## config.mk

```make
export PLATFORM = sky130hd
export DESIGN_NAME = usb_endpoint_transfer_sequencer_unit
export DESIGN_NICKNAME = d
export VERILOG_FILES = /design/src/sv/usbets_pkg.sv /design/src/sv/usbets_ep_ram.sv /design/src/sv/usbets_update.sv /design/src/sv/usb_endpoint_transfer_sequencer_unit.sv
export SDC_FILE = /design/constraint.sdc
export NUM_CORES = 2
export LEC_CHECK = 0
export BUFFER_PORTS_ARGS = -buffer_cell sky130_fd_sc_hd__buf_2
export CAP_MARGIN = 10
export CORE_MARGIN = 3
export CORE_UTILIZATION = 47
export DETAILED_ROUTE_END_ITERATION = 7
export PLACE_DENSITY_LB_ADDON = 0.2
export SETUP_SLACK_MARGIN = 0.3
export SLEW_MARGIN = 0
export SYNTH_ARGS = -nofsm -noshare
export SYNTH_HDL_FRONTEND = slang
export SYNTH_SLANG_ARGS = --single-unit
```

## constraint.sdc

```tcl
create_clock -name i_clk -period 6 [get_ports i_clk]
set_input_delay 1.8 -clock i_clk [delete_from_list [all_inputs] [get_ports i_clk]]
set_output_delay 1.8 -clock i_clk [all_outputs]
set_load 0.01 [all_outputs]
```

## src/sv/usbets_pkg.sv

```systemverilog
// ----------------------------------------------------------------------------
// usbets_pkg
// Shared types and codes for the USB endpoint transfer sequencer.
// ----------------------------------------------------------------------------
package usbets_pkg;

    typedef enum logic [2:0] {
        MODE_CONFIGURE = 3'd0,
        MODE_START     = 3'd1,
        MODE_DONE      = 3'd2,
        MODE_SETUP     = 3'd3,
        MODE_STALL     = 3'd4
    } t_mode;

    typedef enum logic [2:0] {
        KIND_CONFIGURED = 3'd0,
        KIND_ARMED      = 3'd1,
        KIND_COMPLETE   = 3'd2,
        KIND_SETUP_ACK  = 3'd3,
        KIND_STALLED    = 3'd4
    } t_kind;

    // One endpoint table entry.
    typedef struct packed {
        logic        configured;
        logic [6:0]  max_packet;
        logic        toggle;
        logic        active;
        logic [15:0] remaining;
        logic [15:0] transferred;
    } t_entry;

    // One latched command.
    typedef struct packed {
        t_mode       mode;
        logic [3:0]  ep_number;
        logic        ep_in;
        logic [6:0]  max_packet;
        logic [15:0] length;
        logic [9:0]  done_bytes;
    } t_cmd;

    // One result transaction.
    typedef struct packed {
        t_kind       kind;
        logic [3:0]  ep_number;
        logic        ep_in;
        logic [6:0]  buf_len;
        logic        buf_full;
        logic        buf_pid;
        logic        buf_last;
        logic [15:0] total_length;
        logic [10:0] buf_offset;
        logic        warn_active;
        logic        ep0_stall_arm;
    } t_result;

endpackage

```

## src/sv/usbets_ep_ram.sv

```systemverilog
// ----------------------------------------------------------------------------
// usbets_ep_ram
// Endpoint table: synchronous one-read one-write memory with per-entry
// valid bits, so an entry never written reads as all zero.
// ----------------------------------------------------------------------------
module usbets_ep_ram #(
    parameter int DEPTH = 32,
    parameter int AW    = 5
) (
    input  logic                 i_clk,
    input  logic                 i_rst_n,
    input  logic                 i_rd_en,
    input  logic [AW-1:0]        i_rd_addr,
    input  logic                 i_wr_en,
    input  logic [AW-1:0]        i_wr_addr,
    input  usbets_pkg::t_entry   i_wr_data,
    output usbets_pkg::t_entry   o_rd_data
);

    usbets_pkg::t_entry r_mem [DEPTH];
    usbets_pkg::t_entry r_rd_data;
    logic [DEPTH-1:0]   r_valid;
    logic               r_rd_ok;

    always_ff @(posedge i_clk) begin
        if (i_wr_en) begin
            r_mem[i_wr_addr] <= i_wr_data;
        end
        if (i_rd_en) begin
            r_rd_data <= r_mem[i_rd_addr];
        end
    end

    always_ff @(posedge i_clk) begin
        if (!i_rst_n) begin
            r_valid <= '0;
            r_rd_ok <= 1'b0;
        end else begin
            if (i_wr_en) begin
                r_valid[i_wr_addr] <= 1'b1;
            end
            if (i_rd_en) begin
                r_rd_ok <= r_valid[i_rd_addr];
            end
        end
    end

    assign o_rd_data = r_rd_ok ? r_rd_data : '0;

endmodule

```

## src/sv/usbets_update.sv

```systemverilog
// ----------------------------------------------------------------------------
// usbets_update
// Modify step of the read-modify-write: new entry and result transaction
// from one command and the entry read for it.
// ----------------------------------------------------------------------------
module usbets_update #(
    parameter int NUM_ENDPOINTS = 16,
    parameter int BUFFER_BYTES  = 64
) (
    input  usbets_pkg::t_cmd    i_cmd,
    input  usbets_pkg::t_entry  i_entry,
    output usbets_pkg::t_entry  o_entry,
    output usbets_pkg::t_result o_result
);

    localparam int InBase = NUM_ENDPOINTS * BUFFER_BYTES;

    logic [15:0] arm_rem;
    logic [6:0]  arm_len;
    logic [15:0] arm_left;
    logic [15:0] sum;
    logic [6:0]  mp_sat;
    logic [10:0] offset;
    logic        short_pkt;

    // Arm from the new length on start, from the stored count on continue.
    assign arm_rem  = (i_cmd.mode == usbets_pkg::MODE_START) ? i_cmd.length
                                                             : i_entry.remaining;
    assign arm_len  = (arm_rem > {9'b0, i_entry.max_packet}) ? i_entry.max_packet
                                                             : arm_rem[6:0];
    assign arm_left = arm_rem - {9'b0, arm_len};
    assign sum      = i_entry.transferred + {6'b0, i_cmd.done_bytes};
    assign short_pkt = {3'b0, i_cmd.done_bytes} < {6'b0, i_entry.max_packet} ? 1'b1
                                                                               : 1'b0;
    assign mp_sat   = (i_cmd.max_packet > 7'(BUFFER_BYTES)) ? 7'(BUFFER_BYTES)
                                                            : i_cmd.max_packet;
    // EP0 uses its fixed buffer; IN endpoints sit above all OUT buffers.
    assign offset   = (i_cmd.ep_number == 4'd0) ? 11'd0
                    : 11'((int'(i_cmd.ep_number) - 1) * BUFFER_BYTES
                          + (i_cmd.ep_in ? InBase : 0));

    always_comb begin
        o_entry            = i_entry;
        o_result           = '0;
        o_result.ep_number = i_cmd.ep_number;
        o_result.ep_in     = i_cmd.ep_in;
        unique case (i_cmd.mode)
            usbets_pkg::MODE_CONFIGURE: begin
                o_entry.configured  = 1'b1;
                o_entry.max_packet  = mp_sat;
                o_entry.toggle      = 1'b0;
                o_result.kind       = usbets_pkg::KIND_CONFIGURED;
                o_result.buf_offset = offset;
            end
            usbets_pkg::MODE_START: begin
                o_result.warn_active = i_entry.active;
                o_entry.active       = 1'b1;
                o_entry.transferred  = 16'd0;
                o_entry.remaining    = arm_left;
                o_entry.toggle       = ~i_entry.toggle;
                o_result.kind        = usbets_pkg::KIND_ARMED;
                o_result.buf_len     = arm_len;
                o_result.buf_full    = i_cmd.ep_in;
                o_result.buf_pid     = i_entry.toggle;
                o_result.buf_last    = (arm_left == 16'd0);
            end
            usbets_pkg::MODE_DONE: begin
                if (!i_entry.active) begin
                    o_result.kind         = usbets_pkg::KIND_COMPLETE;
                    o_result.total_length = i_entry.transferred;
                end else if (short_pkt || i_entry.remaining == 16'd0) begin
                    o_entry.transferred   = sum;
                    o_entry.remaining     = 16'd0;
                    o_entry.active        = 1'b0;
                    o_result.kind         = usbets_pkg::KIND_COMPLETE;
                    o_result.total_length = sum;
                end else begin
                    o_entry.transferred = sum;
                    o_entry.remaining   = arm_left;
                    o_entry.toggle      = ~i_entry.toggle;
                    o_result.kind       = usbets_pkg::KIND_ARMED;
                    o_result.buf_len    = arm_len;
                    o_result.buf_full   = i_cmd.ep_in;
                    o_result.buf_pid    = i_entry.toggle;
                    o_result.buf_last   = (arm_left == 16'd0);
                end
            end
            usbets_pkg::MODE_SETUP: begin
                o_entry.toggle = 1'b1;
                o_result       = '0;
                o_result.kind  = usbets_pkg::KIND_SETUP_ACK;
            end
            usbets_pkg::MODE_STALL: begin
                o_result.kind          = usbets_pkg::KIND_STALLED;
                o_result.ep0_stall_arm = (i_cmd.ep_number == 4'd0);
            end
            default: begin
                o_entry  = i_entry;
                o_result = '0;
            end
        endcase
    end

endmodule

```

## src/sv/usb_endpoint_transfer_sequencer_unit.sv

```systemverilog
// ----------------------------------------------------------------------------
// usb_endpoint_transfer_sequencer_unit
// Per-endpoint USB device transfer sequencer: packet segmentation and
// DATA0/DATA1 toggle tracking over a table of endpoint entries.
// ----------------------------------------------------------------------------
//
// Channel   Direction  Handshake            Payload
// -------   ---------  -------------------  ---------------------------------
// command   in         start && !busy       i_mode .. i_done_bytes
// result    out        o_strobe, one cycle  o_result_kind .. o_ep0_stall_arm
//
// Sequence: a command is taken at an edge with start high and busy low; its
// entry is read from the endpoint table at that edge. The next cycle
// modifies the entry and writes it back, and the result shows in the
// cycle after, while busy is already low. A setup command rewrites both
// EP0 entries in turn, EP0 OUT first and then EP0 IN. An ignored command
// (unknown mode, endpoint out of range) gives no result and leaves busy
// low. Reset clears the table's valid bits at once; no clearing pass. The
// receiver cannot stall; each result is a one-cycle transaction.
// ----------------------------------------------------------------------------
module usb_endpoint_transfer_sequencer_unit #(
    parameter int NUM_ENDPOINTS = 16,
    parameter int BUFFER_BYTES  = 64
) (
    input  logic        i_clk,
    input  logic        i_rst_n,
    input  logic        start,
    output logic        busy,
    input  logic [2:0]  i_mode,
    input  logic [3:0]  i_ep_number,
    input  logic        i_ep_in,
    input  logic [6:0]  i_max_packet,
    input  logic [15:0] i_length,
    input  logic [9:0]  i_done_bytes,
    output logic        o_strobe,
    output logic [2:0]  o_result_kind,
    output logic [3:0]  o_out_ep_number,
    output logic        o_out_ep_in,
    output logic [6:0]  o_buf_len,
    output logic        o_buf_full,
    output logic        o_buf_pid,
    output logic        o_buf_last,
    output logic [15:0] o_total_length,
    output logic [10:0] o_buf_offset,
    output logic        o_warn_active,
    output logic        o_ep0_stall_arm
);

    localparam int Depth = NUM_ENDPOINTS * 2;
    localparam int AW    = (Depth > 1) ? $clog2(Depth) : 1;

    typedef enum logic [2:0] {
        S_IDLE   = 3'b001,
        S_EXEC   = 3'b010,
        S_SETUP1 = 3'b100
    } t_state;

    t_state r_state, n_state;
    usbets_pkg::t_cmd    r_cmd;
    usbets_pkg::t_cmd    in_cmd;
    logic [AW-1:0]       r_addr;
    usbets_pkg::t_result r_res;
    logic                r_strobe, n_strobe;

    logic                accept;
    logic                ignore;
    logic                is_setup;
    logic [4:0]          idx_full;
    logic [AW-1:0]       in_addr;
    logic                rd_en, wr_en;
    logic [AW-1:0]       rd_addr, wr_addr;
    usbets_pkg::t_entry  rd_data, wr_data;
    usbets_pkg::t_result upd_res;

    // Decode the incoming command.
    assign in_cmd.mode       = usbets_pkg::t_mode'(i_mode);
    assign in_cmd.ep_number  = i_ep_number;
    assign in_cmd.ep_in      = i_ep_in;
    assign in_cmd.max_packet = i_max_packet;
    assign in_cmd.length     = i_length;
    assign in_cmd.done_bytes = i_done_bytes;

    assign busy     = !r_state[0];
    assign accept   = start && !busy;
    assign idx_full = {i_ep_number, i_ep_in};
    assign in_addr  = idx_full[AW-1:0];
    // Setup does not look at the endpoint number; every other mode drops an
    // endpoint beyond the table, and modes above stall are dropped too.
    assign ignore   = (i_mode > 3'(usbets_pkg::MODE_STALL))
                   || ((in_cmd.mode != usbets_pkg::MODE_SETUP)
                       && ({1'b0, i_ep_number} >= 5'(NUM_ENDPOINTS)));
    assign is_setup = (r_cmd.mode == usbets_pkg::MODE_SETUP);

    // Table port control: read on accept, write back in the modify cycle.
    // A setup reads EP0 OUT first, then EP0 IN while writing EP0 OUT.
    always_comb begin
        n_state  = r_state;
        n_strobe = 1'b0;
        rd_en    = 1'b0;
        rd_addr  = in_addr;
        wr_en    = 1'b0;
        wr_addr  = r_addr;
        unique case (r_state)
            S_IDLE: begin
                rd_en   = accept;
                rd_addr = (in_cmd.mode == usbets_pkg::MODE_SETUP) ? '0 : in_addr;
                if (accept && !ignore) begin
                    n_state = S_EXEC;
                end
            end
            S_EXEC: begin
                wr_en = 1'b1;
                if (is_setup) begin
                    wr_addr = '0;
                    rd_en   = 1'b1;
                    rd_addr = AW'(1);
                    n_state = S_SETUP1;
                end else begin
                    n_strobe = 1'b1;
                    n_state  = S_IDLE;
                end
            end
            S_SETUP1: begin
                wr_en    = 1'b1;
                wr_addr  = AW'(1);
                n_strobe = 1'b1;
                n_state  = S_IDLE;
            end
            default: begin
                n_state = S_IDLE;
            end
        endcase
    end

    always_ff @(posedge i_clk) begin
        if (!i_rst_n) begin
            r_state  <= S_IDLE;
            r_strobe <= 1'b0;
        end else begin
            r_state  <= n_state;
            r_strobe <= n_strobe;
        end
    end

    // Hold the command and its entry address for the modify cycle.
    always_ff @(posedge i_clk) begin
        if (accept) begin
            r_cmd  <= in_cmd;
            r_addr <= in_addr;
        end
        if (n_strobe) begin
            r_res <= upd_res;
        end
    end

    usbets_ep_ram #(
        .DEPTH (Depth),
        .AW    (AW)
    ) u_ram (
        .i_clk     (i_clk),
        .i_rst_n   (i_rst_n),
        .i_rd_en   (rd_en),
        .i_rd_addr (rd_addr),
        .i_wr_en   (wr_en),
        .i_wr_addr (wr_addr),
        .i_wr_data (wr_data),
        .o_rd_data (rd_data)
    );

    usbets_update #(
        .NUM_ENDPOINTS (NUM_ENDPOINTS),
        .BUFFER_BYTES  (BUFFER_BYTES)
    ) u_update (
        .i_cmd    (r_cmd),
        .i_entry  (rd_data),
        .o_entry  (wr_data),
        .o_result (upd_res)
    );

    // Drive the result transaction from the output register.
    assign o_strobe        = r_strobe;
    assign o_result_kind   = r_res.kind;
    assign o_out_ep_number = r_res.ep_number;
    assign o_out_ep_in     = r_res.ep_in;
    assign o_buf_len       = r_res.buf_len;
    assign o_buf_full      = r_res.buf_full;
    assign o_buf_pid       = r_res.buf_pid;
    assign o_buf_last      = r_res.buf_last;
    assign o_total_length  = r_res.total_length;
    assign o_buf_offset    = r_res.buf_offset;
    assign o_warn_active   = r_res.warn_active;
    assign o_ep0_stall_arm = r_res.ep0_stall_arm;

endmodule

```

# == Word-level counts from Yosys, hierarchy flattened ==
# Memories as Yosys holds them, arrays and structs flattened. A register that Yosys moved wholly into a read port is not among the register bits.
# Index checks and enable logic that the tools add are counted.
# W data, S select, Z words.
# word_totals
reg_bits,130
ramBits,1344
input_bits,44
wordCells,99
mem_count,1
# op_classes
n_addsub,4
magnitude_cmp,7
eq_ne,9
n_mux,40
n_bitwise,3
reduce_logical,13
# mem_list
name,words,width,read_ports,rd_ports_with_merged_regs,wr,line_no,text
u_ram.r_mem,32,42,1,1,1,usbets_ep_ram.sv:20,usbets_pkg::t_entry r_mem [DEPTH];
# op_table
op,n
$pmux W33 S2,1
$mux W16,3
$mux W42,1
$mux W34,1
$logic_not A16 Y1,2
$mux W32,1
$or A32 B32 Y32,1
$mux W10,2
$pmux W10 S2,1
$pmux W5 S2,2
$add A16 B10 Y16,1
$gt A16 B7 Y1,1
$sub A16 B7 Y16,1
$mux W5,3
$mux W7,2
$eq A3 B2 Y1 const B,4
$lt A5 B6 Y1 const B,2
$pmux W3 S4,1
$add A11 B11 Y11,1
$mux W11,1
$lt A10 B7 Y1,1
$mux W1,10
$mux W8,1
$gt A7 B7 Y1 const B,1
other kinds (21),31

# == Logic depth before layout (Yosys ltp) ==
# logic_depth
ltp_word,9
ltp_mapped,26
depth_no_buf,20

# == Modules after synthesis ==
# Synthesis repeated with hierarchy kept, for this count alone.
# unflattened
hier_cells,2720
area_unflattened_um2,59644.7
# by_module_without_submodules
module,instances,cells_each,area_per_inst_um2,seq_area_each_um2
usbets_ep_ram,1,2153,53809.1,42280.6
usb_endpoint_transfer_sequencer_unit,1,126,2964.1,2722.6
usbets_update,1,441,2871.5,0.0

# == Worst setup path before layout ==
# Ideal clock, no wire load.
# synth_timing
path_type,register -> register
startpoint,reg u_ram.r_rd_ok
endpoint,"mem u_ram.r_mem[0][27] (netlist name), data pin"
setup_ns,0.454
t_arrival_ns,6.029
required_time_ns,5.546
slack_ns,-0.483
stages_incl_launch_ff,22
n_path_buf,5
period_less_slack_ns,6.483
cell_sequence,dfxtp_1 -> clkbuf_1 -> clkbuf_1 -> clkbuf_1 -> clkbuf_1 -> nand2_1 -> ha_1 -> a211oi_1 -> nor2_1 -> a2111oi_4 -> o211ai_2 -> nand2_1 -> clkbuf_1 -> nor2_1 -> a21oi_1 -> ha_1 -> a21o_1 -> a32oi_2 -> o21bai_4 -> a211o_1 -> xnor2_1 -> o21ai_0
# synth_rtl
item,line_no,text
start: declaration,usbets_ep_ram.sv:23,logic r_rd_ok;
start signal: assignment,usbets_ep_ram.sv:43,r_rd_ok <= r_valid[i_rd_addr];
end: declaration,usbets_ep_ram.sv:20,

==> flow_metrics.py <==
metrics = {
    "route": {
        "vias": 40984,
        "vias_per_cell": 5.91,
        "wl_per_cell_um": 26.3,
        "ant_nets": 0,
        "wirelength_um": 182000,
        "first_pass_iters": 6,
        "first_iter_violations": 5429,
        "drcViolationCount": 0,
    },
    "hold_path": {
        "hold_path_class": "register to register",
    },
    "floorplan": {
        "start_util": 0.477,
        "core_area_um2": 127000,
        "dieArea_um2": 133000,
        "die_y_um": 364,
        "io_pins": 93,
        "rows": 130,
        "die_w_um": 364,
    },
    "sta": {
        "hold_viol": 0,
        "skew_ns": 0.0385,
        "tightest_slew_ns": 1.36,
        "maxSlewViolCount": 0,
        "fin_setup_tns_ns": 0,
        "period_share": 0.906,
        "worst_slack_ns": 0.565,
        "finalSetupViolCount": 0,
        "fmax_mhz": 184,
        "timing.slew.headroom": 0.0938,
        "period_minus_slack_ns": 5.44,
        "rsz0062_at_grt": "yes",
    },
    "layout": {
        "area_growth_pct": 14.5,
        "drive_above_1_share": 0.111,
        "finish.net_count": 5248,
        "finalInstanceArea_um2": 69200,
    },
    "setup_path": {
        "worstReg2RegEnd": "u_ram.r_mem[17][31]",
        "cp-end-kind": "register",
        "cp_cell_sequence": "or3b_4, nand3_1, nand2_1, ha_1, a211oi_1, nor2_1, a2111oi_4, o211ai_2, nand2_1, buf_4, nor2_1, a21oi_1, ha_1, a21o_1, a21o_1, o21bai_4, a211oi_1, xnor2_1, o21ai_4",
        "rrSetupSlack_ns": 0.56,
        "cp-endpoint": "u_ram.r_mem[17][31]",
        "r2r_start": "r_cmd[40]",
        "cp_slowest_cell": "o21ai_4",
        "rr_worst_depth": 19,
        "cp.arrival_ns": 5.92,
        "cp-start-kind": "register",
        "worstPathRequired_ns": 6.48,
        "critPathMaxStageDelay_ns": 0.65,
        "cp-startpoint": "r_cmd[40]",
        "crit_fanout": 32,
        "criticalPathCategory": "register to register",
    },
    "pwr": {
        "power_density_nw_per_um2": 336,
        "p_total_mw": 23.2,
        "seqPwrFrac": 0.498,
        "p_leak_nw": 24.7,
        "vdd_drop_max_mv": 0.294,
        "p_int_mw": 17.7,
        "combPwrFrac": 0.090,
        "clockPowerShare": 0.411,
        "switchingPower_mw": 5.56,
        "swShare": 0.239,
    },
    "yosys": {
        "yosys-top-cells-count": "nand2_1, edfxtp_1, nand3_1, clkbuf_1, a21oi_1",
        "yosys-top-cells-area": "edfxtp_1, nand2_1, nand3_1",
        "yosysTopAreaCellShare": 0.714,
        "synth_top_cell_by_area": "edfxtp_1",
        "ys_ff_latch": 1472,
        "synth-async-reset-ratio": 0,
        "yosysWarnings": 0,
        "syn_area_um2": 60400,
        "syn_avg_cell_area_um2": 11.9,
        "yosysMostFrequentCell": "nand2_1",
        "ys_types": 66,
        "seq_area_frac_synth": 0.726,
        "ys.flop_type": "edfxtp_1",
        "synth-edff-count": 1435,
        "synthCells": 5063,
    },
    "job": {
        "drv_cap": 0,
    },
    "place": {
        "gp_congestion": 0.942,
        "pre_cts_ws_ns": 0.181,
        "placed_area_um2": 63900,
        "numPortBuffers": 86,
        "hpwlAfterDp_um": 99300,
    },
    "run_status": {
        "status": "finished clean",
    },
    "clock_tree": {
        "cts_hold_buffers": 0,
        "numCtsBuffers": 154,
        "root_buffer": "clkbuf_16",
        "tritoncts": "built",
        "cts.clk_slew.worst_paths_ns": 0.06,
        "clkSinkCount": 1472,
        "clk_latency_ns": 0.80,
        "htree_num_levels": 4,
        "clockBufferDepth": 3,
    },
    "grt": {
        "grt_start_max_net_pins": 120,
        "grt_pass1_vias": 37917,
        "grt.total_usage": 0.272,
        "grt_pass1_wl_um": 263000,
        "antenna_found_initial": 5,
        "globalRouteOverflowTotal": 0,
    },
}
-- worst min path at each step --
| stage | start | end | slack [ns] | cells past startpoint |
|---|---|---|---|---|
| final | u_ram.r_valid[14] | u_ram.r_valid[14] | 0.47 | 2 |
| after global routing | u_ram.r_valid[6] | u_ram.r_valid[6] | 0.49 | 2 |
| after CTS | u_ram.r_valid[14] | u_ram.r_valid[14] | 0.47 | 2 |
| after detailed placement | u_ram.r_valid[14] | u_ram.r_valid[14] | 0.46 | 2 |
| after global placement | u_ram.r_valid[14] | u_ram.r_valid[14] | 0.45 | 2 |
| after floorplan | u_ram.r_valid[14] | u_ram.r_valid[14] | 0.44 | 2 |
-- cell families (layout without fill, tap and decap cells) --
logic type | Yosys count | count (layout) | synth area share
AOI/OAI and AO/OA | 553 | 555 | 0.0555
and+or+nand+nor | 2609 | 2609 | 0.183
other | 1 | 7 | 0.0000621
DFF | 1472 | 1472 | 0.726
buffers and inverters | 358 | 577 | 0.0229
muxes | 13 | 13 | 0.00230
adders and majority gates | 33 | 33 | 0.00704
xor gates and xnor gates | 24 | 24 | 0.00348
-- registers in the layout, indices dropped and copies added (netlist names), 4 cells and up --
name	count
o_buf_len	7
o_buf_offset	5
o_out_ep_number	4
o_total_length	16
r_cmd	40
u_ram.r_mem	1312
u_ram.r_rd_data	41
u_ram.r_valid	32
-- per-stage QoR --
stage / hold WS, ns / cells / util
finish: 0.470 / 6940 / 0.547
CTS: 0.471 / 6930 / 0.545
global route: 0.489 / 6939 / 0.547
global placement: 0.448 / 6656 / 0.505
detailed placement: 0.457 / 6657 / 0.505
floorplan: 0.440 / 5068 / -
-- cell type report --
class                   count  area, um2
fillers                 10443      57400
flip-flops and latches   1472      43800
multi-input cells        3240      15700
clock buffers             193       4100
repair buffers            274       2390
well taps                1650       2060
clock inverters            80        926
inverters                  30        113
diodes                      1       2.50
-- critical path, delay by kind of cell, from the launching register on --
kind,cells,cell delay [ns]
adders and majority gates,2,0.63
buffers and inverters,1,0.24
xor gates and xnor gates,1,0.17
DFF,1,0.40
AOI/OAI and AO/OA,9,2.55
and+or+nand+nor,6,1.10
-- power by group through the flow --
stage | Clock [mW] | Sequential [mW] | Combinational (mW)
floorplan | 0 | 11.8 | 1.28
global placement | 0 | 11.8 | 2.02
detailed placement | 0 | 11.8 | 2.03
CTS | 9.69 | 11.6 | 2.04
global route | 10.1 | 11.6 | 2.29
finish | 9.56 | 11.6 | 2.10
-- layout by cell type (no fill, tap or decap), types with 7 or more instances in the layout --
| master | Yosys | final |
|---|---|---|
| a211oi_1 | 12 | 12 |
| a21o_1 | 14 | 14 |
| a21oi_1 | 224 | 217 |
| a31oi_1 | 11 | 10 |
| and2_1 | 12 | 11 |
| and3_1 | 17 | 17 |
| buf_12 | 0 | 39 |
| buf_2 | 1 | 86 |
| buf_4 | 6 | 143 |
| bufinv_16 | 0 | 16 |
| clkbuf_1 | 280 | 31 |
| clkbuf_16 | 0 | 156 |
| clkinv_1 | 2 | 25 |
| clkinv_2 | 0 | 18 |
| dfxtp_1 | 37 | 36 |
| edfxtp_1 | 1435 | 1435 |
| ha_1 | 30 | 30 |
| inv_1 | 28 | 28 |
| mux2i_1 | 9 | 9 |
| nand2_1 | 1582 | 1578 |
| nand2b_1 | 8 | 8 |
| nand3_1 | 768 | 768 |
| nand3b_1 | 8 | 8 |
| nor2_1 | 160 | 127 |
| nor2_4 | 0 | 33 |
| nor3_1 | 8 | 7 |
| nor4_1 | 7 | 7 |
| o211ai_1 | 125 | 125 |
| o21ai_0 | 126 | 105 |
| o21ai_2 | 0 | 14 |
| o21ai_4 | 0 | 7 |
| or3_1 | 11 | 11 |
| or4_1 | 7 | 7 |
| xnor2_1 | 14 | 12 |
| xor2_1 | 10 | 10 |
-- per-layer routing --
metal	up-vias	global-route usage	part of all wire
met5	-	0	0
met4	0	0.0776	0.025
met3	245	0.0528	0.095
met2	2011	0.413	0.45
met1	20360	0.401	0.43
li1	18368	-	-
-- timing repair --
action,4_1_cts,5_1_grt
buffers inserted,0,2
setup endpoints to repair,192,257
pin swaps,0,4
cloned,0,2
resized for setup,6,9
No activity file was read; power rests on OpenSTA's default activity.
